File: config.mk
export PLATFORM = sky130hd
export DESIGN_NAME = crc_cobs_command_frame_encoder
export DESIGN_NICKNAME = d
export VERILOG_FILES = /design/src/design/ccfe_pkg.sv /design/src/design/ccfe_front.sv /design/src/design/ccfe_queue.sv /design/src/design/ccfe_back.sv /design/src/design/crc_cobs_command_frame_encoder.sv
export SDC_FILE = /design/constraint.sdc
export NUM_CORES = 1
export LEC_CHECK = 0
export BUFFER_PORTS_ARGS = -buffer_cell sky130_fd_sc_hd__buf_2
export CAP_MARGIN = 10
export CORE_ASPECT_RATIO = 0.6
export CORE_MARGIN = 8
export CORE_UTILIZATION = 47
export DETAILED_ROUTE_END_ITERATION = 10
export PLACE_DENSITY = 0.72
export SYNTH_ARGS = -nofsm -noshare
export SYNTH_HDL_FRONTEND = slang
export SYNTH_SLANG_ARGS = --single-unit
File: constraint.sdc
create_clock -name clk -period 19 [get_ports clk]
set_clock_uncertainty 0.2 [all_clocks]
set_input_delay 2.85 -clock clk [delete_from_list [all_inputs] [get_ports clk]]
set_output_delay 2.85 -clock clk [all_outputs]
set_load 0.005 [all_outputs]
File: src/design/ccfe_pkg.sv
package ccfe_pkg;

  // default number of thrust words in a frame
  localparam int THRUST_CHANNELS_DEF = 4;
  // thrust words that have an input field of their own
  localparam int THRUST_FIELDS = 4;

  // frame builder to encoder queue
  localparam int QUEUE_DEPTH = 2;

  // configuration register indexes
  localparam int CFG_INDEX_W = 8;
  localparam logic [CFG_INDEX_W-1:0] REG_PROTOCOL_VERSION = CFG_INDEX_W'(0);
  localparam logic [CFG_INDEX_W-1:0] REG_MESSAGE_TYPE     = CFG_INDEX_W'(1);
  localparam logic [CFG_INDEX_W-1:0] REG_PAYLOAD_LENGTH   = CFG_INDEX_W'(2);

  localparam logic [7:0] PROTOCOL_VERSION_RST = 8'd1;
  localparam logic [7:0] MESSAGE_TYPE_RST     = 8'd1;
  localparam logic [7:0] PAYLOAD_LENGTH_RST   = 8'd17;

  // flag byte bit positions
  localparam int FLAG_BIT_EMERGENCY = 3;
  localparam int FLAG_BIT_GREEN     = 2;
  localparam int FLAG_BIT_YELLOW    = 1;
  localparam int FLAG_BIT_RED       = 0;

  // crc-16/ccitt-false
  localparam logic [15:0] CRC_INIT = 16'hFFFF;
  localparam logic [15:0] CRC_POLY = 16'h1021;

  localparam logic [7:0] COBS_DELIM = 8'h00;

  typedef enum logic [1:0] {
    FS_IDLE,
    FS_CRC,
    FS_PUSH
  } front_state_t;

  // one message byte through the msb-first crc register
  function automatic logic [15:0] crc16_byte(input logic [15:0] crc_in,
                                             input logic [7:0] data);
    logic [15:0] r;
    r = crc_in ^ {data, 8'h00};
    for (int i = 0; i < 8; i++) begin
      if (r[15]) begin
        r = {r[14:0], 1'b0} ^ CRC_POLY;
      end else begin
        r = {r[14:0], 1'b0};
      end
    end
    return r;
  endfunction

endpackage

File: src/design/ccfe_front.sv
module ccfe_front import ccfe_pkg::*; #(
  parameter int THRUST_CHANNELS = THRUST_CHANNELS_DEF,
  localparam int RAW_LEN = 8 + 4 * THRUST_CHANNELS,
  localparam int BODY_LEN = RAW_LEN - 2
) (
  input  logic                   clk,
  input  logic                   rst,
  input  logic                   cfg_valid,
  output logic                   cfg_ready,
  input  logic [CFG_INDEX_W-1:0] cfg_index,
  input  logic [7:0]             cfg_data,
  input  logic                   in_valid,
  output logic                   in_ready,
  input  logic [31:0]            thrust_0,
  input  logic [31:0]            thrust_1,
  input  logic [31:0]            thrust_2,
  input  logic [31:0]            thrust_3,
  input  logic                   flag_emergency,
  input  logic                   flag_green,
  input  logic                   flag_yellow,
  input  logic                   flag_red,
  input  logic [15:0]            sequence_number,
  output logic                   push_valid,
  input  logic                   push_ready,
  output logic [RAW_LEN*8-1:0]   push_data
);

  localparam int CW = $clog2(BODY_LEN);

  logic [7:0] protocol_version;
  logic [7:0] message_type;
  logic [7:0] payload_length;

  front_state_t state, state_next;
  logic [CW-1:0]         cnt;
  logic [15:0]           crc;
  logic [BODY_LEN*8-1:0] body;
  logic [BODY_LEN*8-1:0] body_next;
  logic [31:0]           thr [THRUST_FIELDS];
  logic                  accept;
  logic [7:0]            flags;

  assign cfg_ready = 1'b1;

  always_ff @(posedge clk) begin
    if (rst) begin
      protocol_version <= PROTOCOL_VERSION_RST;
      message_type     <= MESSAGE_TYPE_RST;
      payload_length   <= PAYLOAD_LENGTH_RST;
    end else if (cfg_valid) begin
      case (cfg_index)
        REG_PROTOCOL_VERSION: protocol_version <= cfg_data;
        REG_MESSAGE_TYPE:     message_type     <= cfg_data;
        REG_PAYLOAD_LENGTH:   payload_length   <= cfg_data;
        default: ;
      endcase
    end
  end

  assign thr[0] = thrust_0;
  assign thr[1] = thrust_1;
  assign thr[2] = thrust_2;
  assign thr[3] = thrust_3;

  always_comb begin
    flags = 8'h00;
    flags[FLAG_BIT_EMERGENCY] = flag_emergency;
    flags[FLAG_BIT_GREEN]     = flag_green;
    flags[FLAG_BIT_YELLOW]    = flag_yellow;
    flags[FLAG_BIT_RED]       = flag_red;
  end

  // header, little-endian thrust words, flag byte
  assign body_next[7:0]   = protocol_version;
  assign body_next[15:8]  = message_type;
  assign body_next[31:16] = sequence_number;
  assign body_next[39:32] = payload_length;
  assign body_next[BODY_LEN*8-1 -: 8] = flags;

  for (genvar ch = 0; ch < THRUST_CHANNELS; ch++) begin : g_word
    if (ch < THRUST_FIELDS) begin : g_field
      assign body_next[(5 + 4 * ch) * 8 +: 32] = thr[ch];
    end else begin : g_zero
      assign body_next[(5 + 4 * ch) * 8 +: 32] = 32'h0;
    end
  end

  always_comb begin
    state_next = state;
    in_ready   = 1'b0;
    push_valid = 1'b0;
    unique case (state)
      FS_IDLE: begin
        in_ready = 1'b1;
        if (in_valid) state_next = FS_CRC;
      end
      FS_CRC: begin
        if (cnt == CW'(BODY_LEN - 1)) state_next = FS_PUSH;
      end
      FS_PUSH: begin
        push_valid = 1'b1;
        in_ready   = push_ready;
        if (push_ready) state_next = in_valid ? FS_CRC : FS_IDLE;
      end
      default: state_next = FS_IDLE;
    endcase
  end

  assign accept = in_valid && in_ready;

  always_ff @(posedge clk) begin
    if (rst) begin
      state <= FS_IDLE;
    end else begin
      state <= state_next;
    end
  end

  // one byte of crc per cycle
  always_ff @(posedge clk) begin
    if (accept) begin
      body <= body_next;
      crc  <= CRC_INIT;
      cnt  <= '0;
    end else if (state == FS_CRC) begin
      crc <= crc16_byte(crc, body[cnt*8 +: 8]);
      cnt <= cnt + CW'(1);
    end
  end

  // crc goes out low byte first, so it simply sits above the body
  assign push_data = {crc, body};

endmodule

File: src/design/ccfe_queue.sv
module ccfe_queue import ccfe_pkg::*; #(
  parameter int WIDTH = 8
) (
  input  logic             clk,
  input  logic             rst,
  input  logic             wr_valid,
  output logic             wr_ready,
  input  logic [WIDTH-1:0] wr_data,
  output logic             rd_valid,
  input  logic             rd_ready,
  output logic [WIDTH-1:0] rd_data
);

  localparam int PW = $clog2(QUEUE_DEPTH);
  localparam int NW = $clog2(QUEUE_DEPTH + 1);

  logic [WIDTH-1:0] slot [QUEUE_DEPTH];
  logic [PW-1:0]    wr_ptr;
  logic [PW-1:0]    rd_ptr;
  logic [NW-1:0]    count;
  logic             do_wr;
  logic             do_rd;

  assign wr_ready = count != NW'(QUEUE_DEPTH);
  assign rd_valid = count != '0;
  assign rd_data  = slot[rd_ptr];
  assign do_wr    = wr_valid && wr_ready;
  assign do_rd    = rd_valid && rd_ready;

  always_ff @(posedge clk) begin
    if (rst) begin
      wr_ptr <= '0;
      rd_ptr <= '0;
      count  <= '0;
    end else begin
      if (do_wr) wr_ptr <= wr_ptr + PW'(1);
      if (do_rd) rd_ptr <= rd_ptr + PW'(1);
      if (do_wr && !do_rd) begin
        count <= count + NW'(1);
      end else if (do_rd && !do_wr) begin
        count <= count - NW'(1);
      end
    end
  end

  always_ff @(posedge clk) begin
    if (do_wr) slot[wr_ptr] <= wr_data;
  end

endmodule

File: src/design/ccfe_back.sv
module ccfe_back import ccfe_pkg::*; #(
  parameter int THRUST_CHANNELS = THRUST_CHANNELS_DEF,
  localparam int RAW_LEN = 8 + 4 * THRUST_CHANNELS
) (
  input  logic                 clk,
  input  logic                 rst,
  input  logic                 frame_valid,
  output logic                 frame_ready,
  input  logic [RAW_LEN*8-1:0] frame_data,
  output logic                 out_valid,
  input  logic                 out_ready,
  output logic [7:0]           frame_byte,
  output logic                 last_byte
);

  localparam int KW = $clog2(RAW_LEN + 2);
  localparam int IW = $clog2(RAW_LEN + 1);

  logic                     busy;
  logic [KW-1:0]            k;
  logic [RAW_LEN*8-1:0]     rest;
  logic [(RAW_LEN+1)*8-1:0] sv;
  logic [IW-1:0]            zidx;
  logic [7:0]               code;
  logic [7:0]               byte_sel;
  logic                     adv;
  logic                     fin;
  logic                     load;

  // step 0 emits the first code byte, steps 1..RAW_LEN walk the raw bytes,
  // the final step is the delimiter
  assign adv  = busy && (!out_valid || out_ready);
  assign fin  = adv && (k == KW'(RAW_LEN + 1));
  assign load = frame_valid && (!busy || fin);
  assign frame_ready = load;

  // bytes not yet sent, zero padded so the frame end reads as a zero
  always_comb begin
    if (k == '0) begin
      sv = {8'h00, rest};
    end else begin
      sv = {16'h0000, rest[RAW_LEN*8-1:8]};
    end
  end

  // block length up to the next zero; frames stay far below 254 bytes
  always_comb begin
    zidx = IW'(RAW_LEN);
    for (int i = RAW_LEN; i >= 0; i--) begin
      if (sv[i*8 +: 8] == 8'h00) zidx = IW'(i);
    end
  end

  assign code = 8'(zidx) + 8'd1;

  always_comb begin
    if (k == '0) begin
      byte_sel = code;
    end else if (k == KW'(RAW_LEN + 1)) begin
      byte_sel = COBS_DELIM;
    end else if (rest[7:0] != 8'h00) begin
      byte_sel = rest[7:0];
    end else begin
      byte_sel = code;
    end
  end

  always_ff @(posedge clk) begin
    if (rst) begin
      busy      <= 1'b0;
      k         <= '0;
      out_valid <= 1'b0;
    end else begin
      if (adv) begin
        out_valid <= 1'b1;
      end else if (out_ready) begin
        out_valid <= 1'b0;
      end
      if (load) begin
        busy <= 1'b1;
        k    <= '0;
      end else if (fin) begin
        busy <= 1'b0;
      end else if (adv) begin
        k <= k + KW'(1);
      end
    end
  end

  always_ff @(posedge clk) begin
    if (adv) begin
      frame_byte <= byte_sel;
      last_byte  <= fin;
    end
    if (load) begin
      rest <= frame_data;
    end else if (adv && k != '0) begin
      rest <= {8'h00, rest[RAW_LEN*8-1:8]};
    end
  end

endmodule

File: src/design/crc_cobs_command_frame_encoder.sv
// command frame encoder: crc-16/ccitt-false protected frame, cobs framed
//
// in channel (in_valid/in_ready): one command per beat, four thrust words,
// four flag bits and a sequence number. out channel (out_valid/out_ready):
// one wire byte per beat, last_byte marks the zero delimiter.
// cfg channel (cfg_valid/cfg_ready, always ready): cfg_index 0 protocol
// version, 1 message type, 2 payload length; other indexes are ignored.
//
// a frame of RAW_LEN = 8 + 4*THRUST_CHANNELS bytes (24 by default) leaves
// as RAW_LEN + 2 beats (26). the front builds the frame and runs the crc one
// byte per cycle over its RAW_LEN - 2 body bytes, the back sends one byte per
// cycle while the receiver is ready, so the output byte rate sets throughput.
// a two-frame queue sits between front and back. when the receiver stalls
// the output byte holds; the front keeps taking commands until the queue and
// its own frame register are full. reset restores the register defaults
// (1, 1, 17) and drops any frame.
module crc_cobs_command_frame_encoder import ccfe_pkg::*; #(
  parameter int THRUST_CHANNELS = THRUST_CHANNELS_DEF
) (
  input  logic                   clk,
  input  logic                   rst,
  input  logic                   cfg_valid,
  output logic                   cfg_ready,
  input  logic [CFG_INDEX_W-1:0] cfg_index,
  input  logic [7:0]             cfg_data,
  input  logic                   in_valid,
  output logic                   in_ready,
  input  logic [31:0]            thrust_0,
  input  logic [31:0]            thrust_1,
  input  logic [31:0]            thrust_2,
  input  logic [31:0]            thrust_3,
  input  logic                   flag_emergency,
  input  logic                   flag_green,
  input  logic                   flag_yellow,
  input  logic                   flag_red,
  input  logic [15:0]            sequence_number,
  output logic                   out_valid,
  input  logic                   out_ready,
  output logic [7:0]             frame_byte,
  output logic                   last_byte
);

  localparam int RAW_LEN = 8 + 4 * THRUST_CHANNELS;

  logic                 push_valid;
  logic                 push_ready;
  logic [RAW_LEN*8-1:0] push_data;
  logic                 pop_valid;
  logic                 pop_ready;
  logic [RAW_LEN*8-1:0] pop_data;

  ccfe_front #(
    .THRUST_CHANNELS(THRUST_CHANNELS)
  ) u_front (
    .clk             (clk),
    .rst             (rst),
    .cfg_valid       (cfg_valid),
    .cfg_ready       (cfg_ready),
    .cfg_index       (cfg_index),
    .cfg_data        (cfg_data),
    .in_valid        (in_valid),
    .in_ready        (in_ready),
    .thrust_0        (thrust_0),
    .thrust_1        (thrust_1),
    .thrust_2        (thrust_2),
    .thrust_3        (thrust_3),
    .flag_emergency  (flag_emergency),
    .flag_green      (flag_green),
    .flag_yellow     (flag_yellow),
    .flag_red        (flag_red),
    .sequence_number (sequence_number),
    .push_valid      (push_valid),
    .push_ready      (push_ready),
    .push_data       (push_data)
  );

  ccfe_queue #(
    .WIDTH(RAW_LEN * 8)
  ) u_queue (
    .clk      (clk),
    .rst      (rst),
    .wr_valid (push_valid),
    .wr_ready (push_ready),
    .wr_data  (push_data),
    .rd_valid (pop_valid),
    .rd_ready (pop_ready),
    .rd_data  (pop_data)
  );

  ccfe_back #(
    .THRUST_CHANNELS(THRUST_CHANNELS)
  ) u_back (
    .clk         (clk),
    .rst         (rst),
    .frame_valid (pop_valid),
    .frame_ready (pop_ready),
    .frame_data  (pop_data),
    .out_valid   (out_valid),
    .out_ready   (out_ready),
    .frame_byte  (frame_byte),
    .last_byte   (last_byte)
  );

endmodule

==> qor.txt <==
Die boundary height = 216 um
Number of warnings issued by yosys = 0
Total Power = 5.56 mW
Largest delay share family, worst path = buffers and inverters
Buffers & Inverters on Critical Path = 4
Syn nets = 2,100
Wire length of the first global-routing pass = 105 mm
Final antenna diode count = 0
Switch share = 0.319
Clock Latency Late Sink = 0.62 ns
Internal power = 3.79 mW
Critical Path Source Type = input port
Quantity of I/O buffers inserted on ports = 179
Share of power burned in combinational logic = 0.242
Postcts setup bufs = 0
Via count of the first global-routing pass = 16,791
Area growth from synthesis to final layout = 13.2%
Sequential Power Share = 0.499
Overall via count from detail_route = 17,114
Transition time at the pin with the least slew margin = 1.33 ns
Synth Flop Type = sky130_fd_sc_hd__edfxtp_1
FMAX = 0.166 GHz
Unique masters post-synth = 67
Number of instances in the synthesized netlist = 1,924
Type of destination of the critical path = register
Tmin final = 6.02 ns
Top-Level Pins = 181
Pin count of the biggest net entering global routing = 193
Overall die area = 0.0753 sq mm
Share of cells above drive strength 1 = 0.170
Initial standard-cell utilization of the core = 0.474
Count of hold buffers inserted by post-cts repair = 0
Setup Total Neg Slack = 0 ns
Average size of a mapped cell = 16.3 sq um
Power per standard cell area = 157 mW/mm^2
Leakage power = 12.0 nW
Detailed-routing iteration count for the pre-antenna-repair pass = 6
Yosys top cell area share = 0.719
Area of the core = 0.0660 sq mm
Final Max Tran Viols = 0
Sequential cell area fraction in the yosys report = 0.757
Net load switching power = 1.78 mW
Outcome = finished clean
Worst-case vdd ir drop = 0.000189 V
Bufs on Longest Clock Path = 3
Number of flops mapped to enable cells by yosys = 749
Initial antenna violation count = 2
Critical Path Max Stage Delay = 0.85 ns
Layout net count = 2,277
Min-Delay Path Class = register to register
Post-cts sizing count = 0
Ratio of final minimum period to clock period = 0.317
Combined global-route utilization of all metal layers = 0.186
Top cells by area, synth = sky130_fd_sc_hd__edfxtp_1 (72%), sky130_fd_sc_hd__mux2i_1 (7.0%), sky130_fd_sc_hd__dfxtp_1 (3.8%)
Total standard cell area after synthesis = 0.0313 sq mm
Drt wl/cell = 23.3 um
Max Cap Viol = 0
Most common cell after layout, fill and taps aside = sky130_fd_sc_hd__edfxtp_1
Critical path required time = 19.11 ns
Weighted congestion reported at the end of routability-driven placement = 0.904
Antenna-violating nets left = 0
Clock slew seen by the registers of the worst setup and hold paths = 0.07 ns
Post-Route WL = 71.2 mm
Number of clock sinks = 808
Register bit count reported by yosys = 808
Final setup violation count = 0
TritonCTS buffer count = 72
Violation count after the first detailed-route iteration = 1,935
Most frequent cells in the layout = sky130_fd_sc_hd__edfxtp_1 (749), sky130_fd_sc_hd__nand2_1 (235), sky130_fd_sc_hd__mux2i_1 (219), sky130_fd_sc_hd__o21ai_0 (198), sky130_fd_sc_hd__buf_2 (179)
Level count of the clock H-tree = 3
DRC Markers = 0
Total congestion overflow = 0
Root buffer selected by CTS = sky130_fd_sc_hd__clkbuf_16
Clock share of power = 0.259
Post-DR vias/cell = 5.60
Maximum fanout along the worst path = 163
DPL Wire Length = 48.0 mm
Unrepaired setup endpoints after global routing = no
Critical Path Slowest Stage Cell = sky130_fd_sc_hd__buf_4
Slew margin rel. = 0.112
Critical Setup Path Class = input port to register
Die X = 349 um
TritonCTS clock tree = yes
Cell type with the largest total area after synthesis = sky130_fd_sc_hd__edfxtp_1
Arrival time of data at the critical path endpoint = 6.13 ns
Count of standard-cell rows = 73
Post-synth ARST share = 0
Cell-by-cell listing of the critical path = buf_2 -> nand2b_1 -> nand2_1 -> o21ai_0 -> o21a_1 -> inv_8 -> buf_4 -> buf_4 -> o21ai_0
Number of hold violations in the final report = 0
state kept, by name (all words and copies together), names as in the netlist, named ones only:
name	cells
u_front.payload_length	8
u_queue.rd_ptr	1
u_front.cnt	5
u_back.rest	192
u_front.crc	16
u_front.protocol_version	8
u_back.out_valid	1
u_queue.count	2
u_back.frame_byte	8
u_queue.wr_ptr	1
u_queue.slot	376
u_front.body	172
u_front.state	2
u_back.last_byte	1
u_back.k	5
u_back.busy	1
u_front.message_type	8
cell usage after synthesis (3+ instances only):
cell,count
sky130_fd_sc_hd__nand3_1,6
sky130_fd_sc_hd__ha_1,7
sky130_fd_sc_hd__and3_1,4
sky130_fd_sc_hd__o21ai_0,199
sky130_fd_sc_hd__or2_2,4
sky130_fd_sc_hd__mux4_1,4
sky130_fd_sc_hd__nand4_1,8
sky130_fd_sc_hd__buf_1,7
sky130_fd_sc_hd__a22oi_1,4
sky130_fd_sc_hd__o2111ai_1,3
sky130_fd_sc_hd__xor2_1,16
sky130_fd_sc_hd__a21o_1,4
sky130_fd_sc_hd__nor3_1,15
sky130_fd_sc_hd__mux2_2,15
sky130_fd_sc_hd__and2_1,14
sky130_fd_sc_hd__nor4_1,36
sky130_fd_sc_hd__dfxtp_1,59
sky130_fd_sc_hd__buf_2,9
sky130_fd_sc_hd__a32o_1,3
sky130_fd_sc_hd__a211oi_1,4
sky130_fd_sc_hd__o211ai_1,10
sky130_fd_sc_hd__or4_1,12
sky130_fd_sc_hd__clkbuf_1,67
sky130_fd_sc_hd__mux4_2,35
sky130_fd_sc_hd__a311oi_1,3
sky130_fd_sc_hd__a21oi_1,25
sky130_fd_sc_hd__a31oi_1,5
sky130_fd_sc_hd__buf_4,5
sky130_fd_sc_hd__a222oi_1,4
sky130_fd_sc_hd__nand2b_1,5
sky130_fd_sc_hd__nor2b_1,7
sky130_fd_sc_hd__edfxtp_1,749
sky130_fd_sc_hd__a22o_1,3
sky130_fd_sc_hd__nor2_1,53
sky130_fd_sc_hd__xnor2_1,20
sky130_fd_sc_hd__nand2_1,235
sky130_fd_sc_hd__mux2i_1,219
sky130_fd_sc_hd__inv_1,10
power by group through the flow:
stage / Clock (mW) / Sequential (mW) / Combinational, mW
after floorplan: 0 / 2.84 / 1.00
after global placement: 0 / 2.78 / 1.30
after detailed placement: 0 / 2.79 / 1.35
after CTS: 1.47 / 2.76 / 1.35
after global routing: 1.54 / 2.80 / 1.49
final: 1.44 / 2.77 / 1.35
layer usage:
layer / global-route usage / vias to the layer above / wire [um]
met5: 0 / - / 0
met4: 0.0480 / 0 / 1880
met3: 0.0524 / 140 / 7390
met2: 0.277 / 757 / 31600
met1: 0.268 / 8445 / 30300
li1: - / 7772 / -
cell families after synthesis:
logic type / synth area share
other cells: 0.000120
buf+inv: 0.0141
flops: 0.757
compound gates: 0.0518
simple gates: 0.0599
xor+xnor: 0.0106
fa+ha+maj: 0.00280
mux: 0.104
area by class of cell:
cell class | count | area (sq um)
Fill cell | 5219 | 30600
Clock inverter | 44 | 424
Multi-Input combinational cell | 1014 | 7200
Inverter | 11 | 53.8
Timing Repair Buffer | 194 | 1050
Tap cell | 900 | 1130
Clock buffer | 86 | 1880
Sequential cell | 808 | 23700
final timing paths:
check                                from          endpoint  slack, ns  depth (start not counted)
setup reg to reg              u_back.k[1]  u_back.rest[110]      14.58                          9
hold / removal    u_front.message_type[6]  u_front.body[14]       0.24                          0
setup / recovery                out_ready  u_back.rest[110]      12.98                          9
hold reg to reg   u_front.message_type[6]  u_front.body[14]       0.24                          0
metrics by stage:
stage / setup slack (ns) / hold WS, ns / std cells / area [sq um] / utilization
2_1_floorplan: 1.35 / 0.208 / 1924 / 31300 / -
3_3_place_gp: 12.45 / 0.215 / 2927 / 33100 / 0.501
3_5_place_dp: 12.28 / 0.215 / 2927 / 33100 / 0.501
4_1_cts: 12.95 / 0.235 / 3057 / 35400 / 0.536
5_1_grt: 12.62 / 0.248 / 3057 / 35400 / 0.536
6_report: 12.98 / 0.237 / 3057 / 35400 / 0.536
No activity file was read; power rests on OpenSTA's default activity.
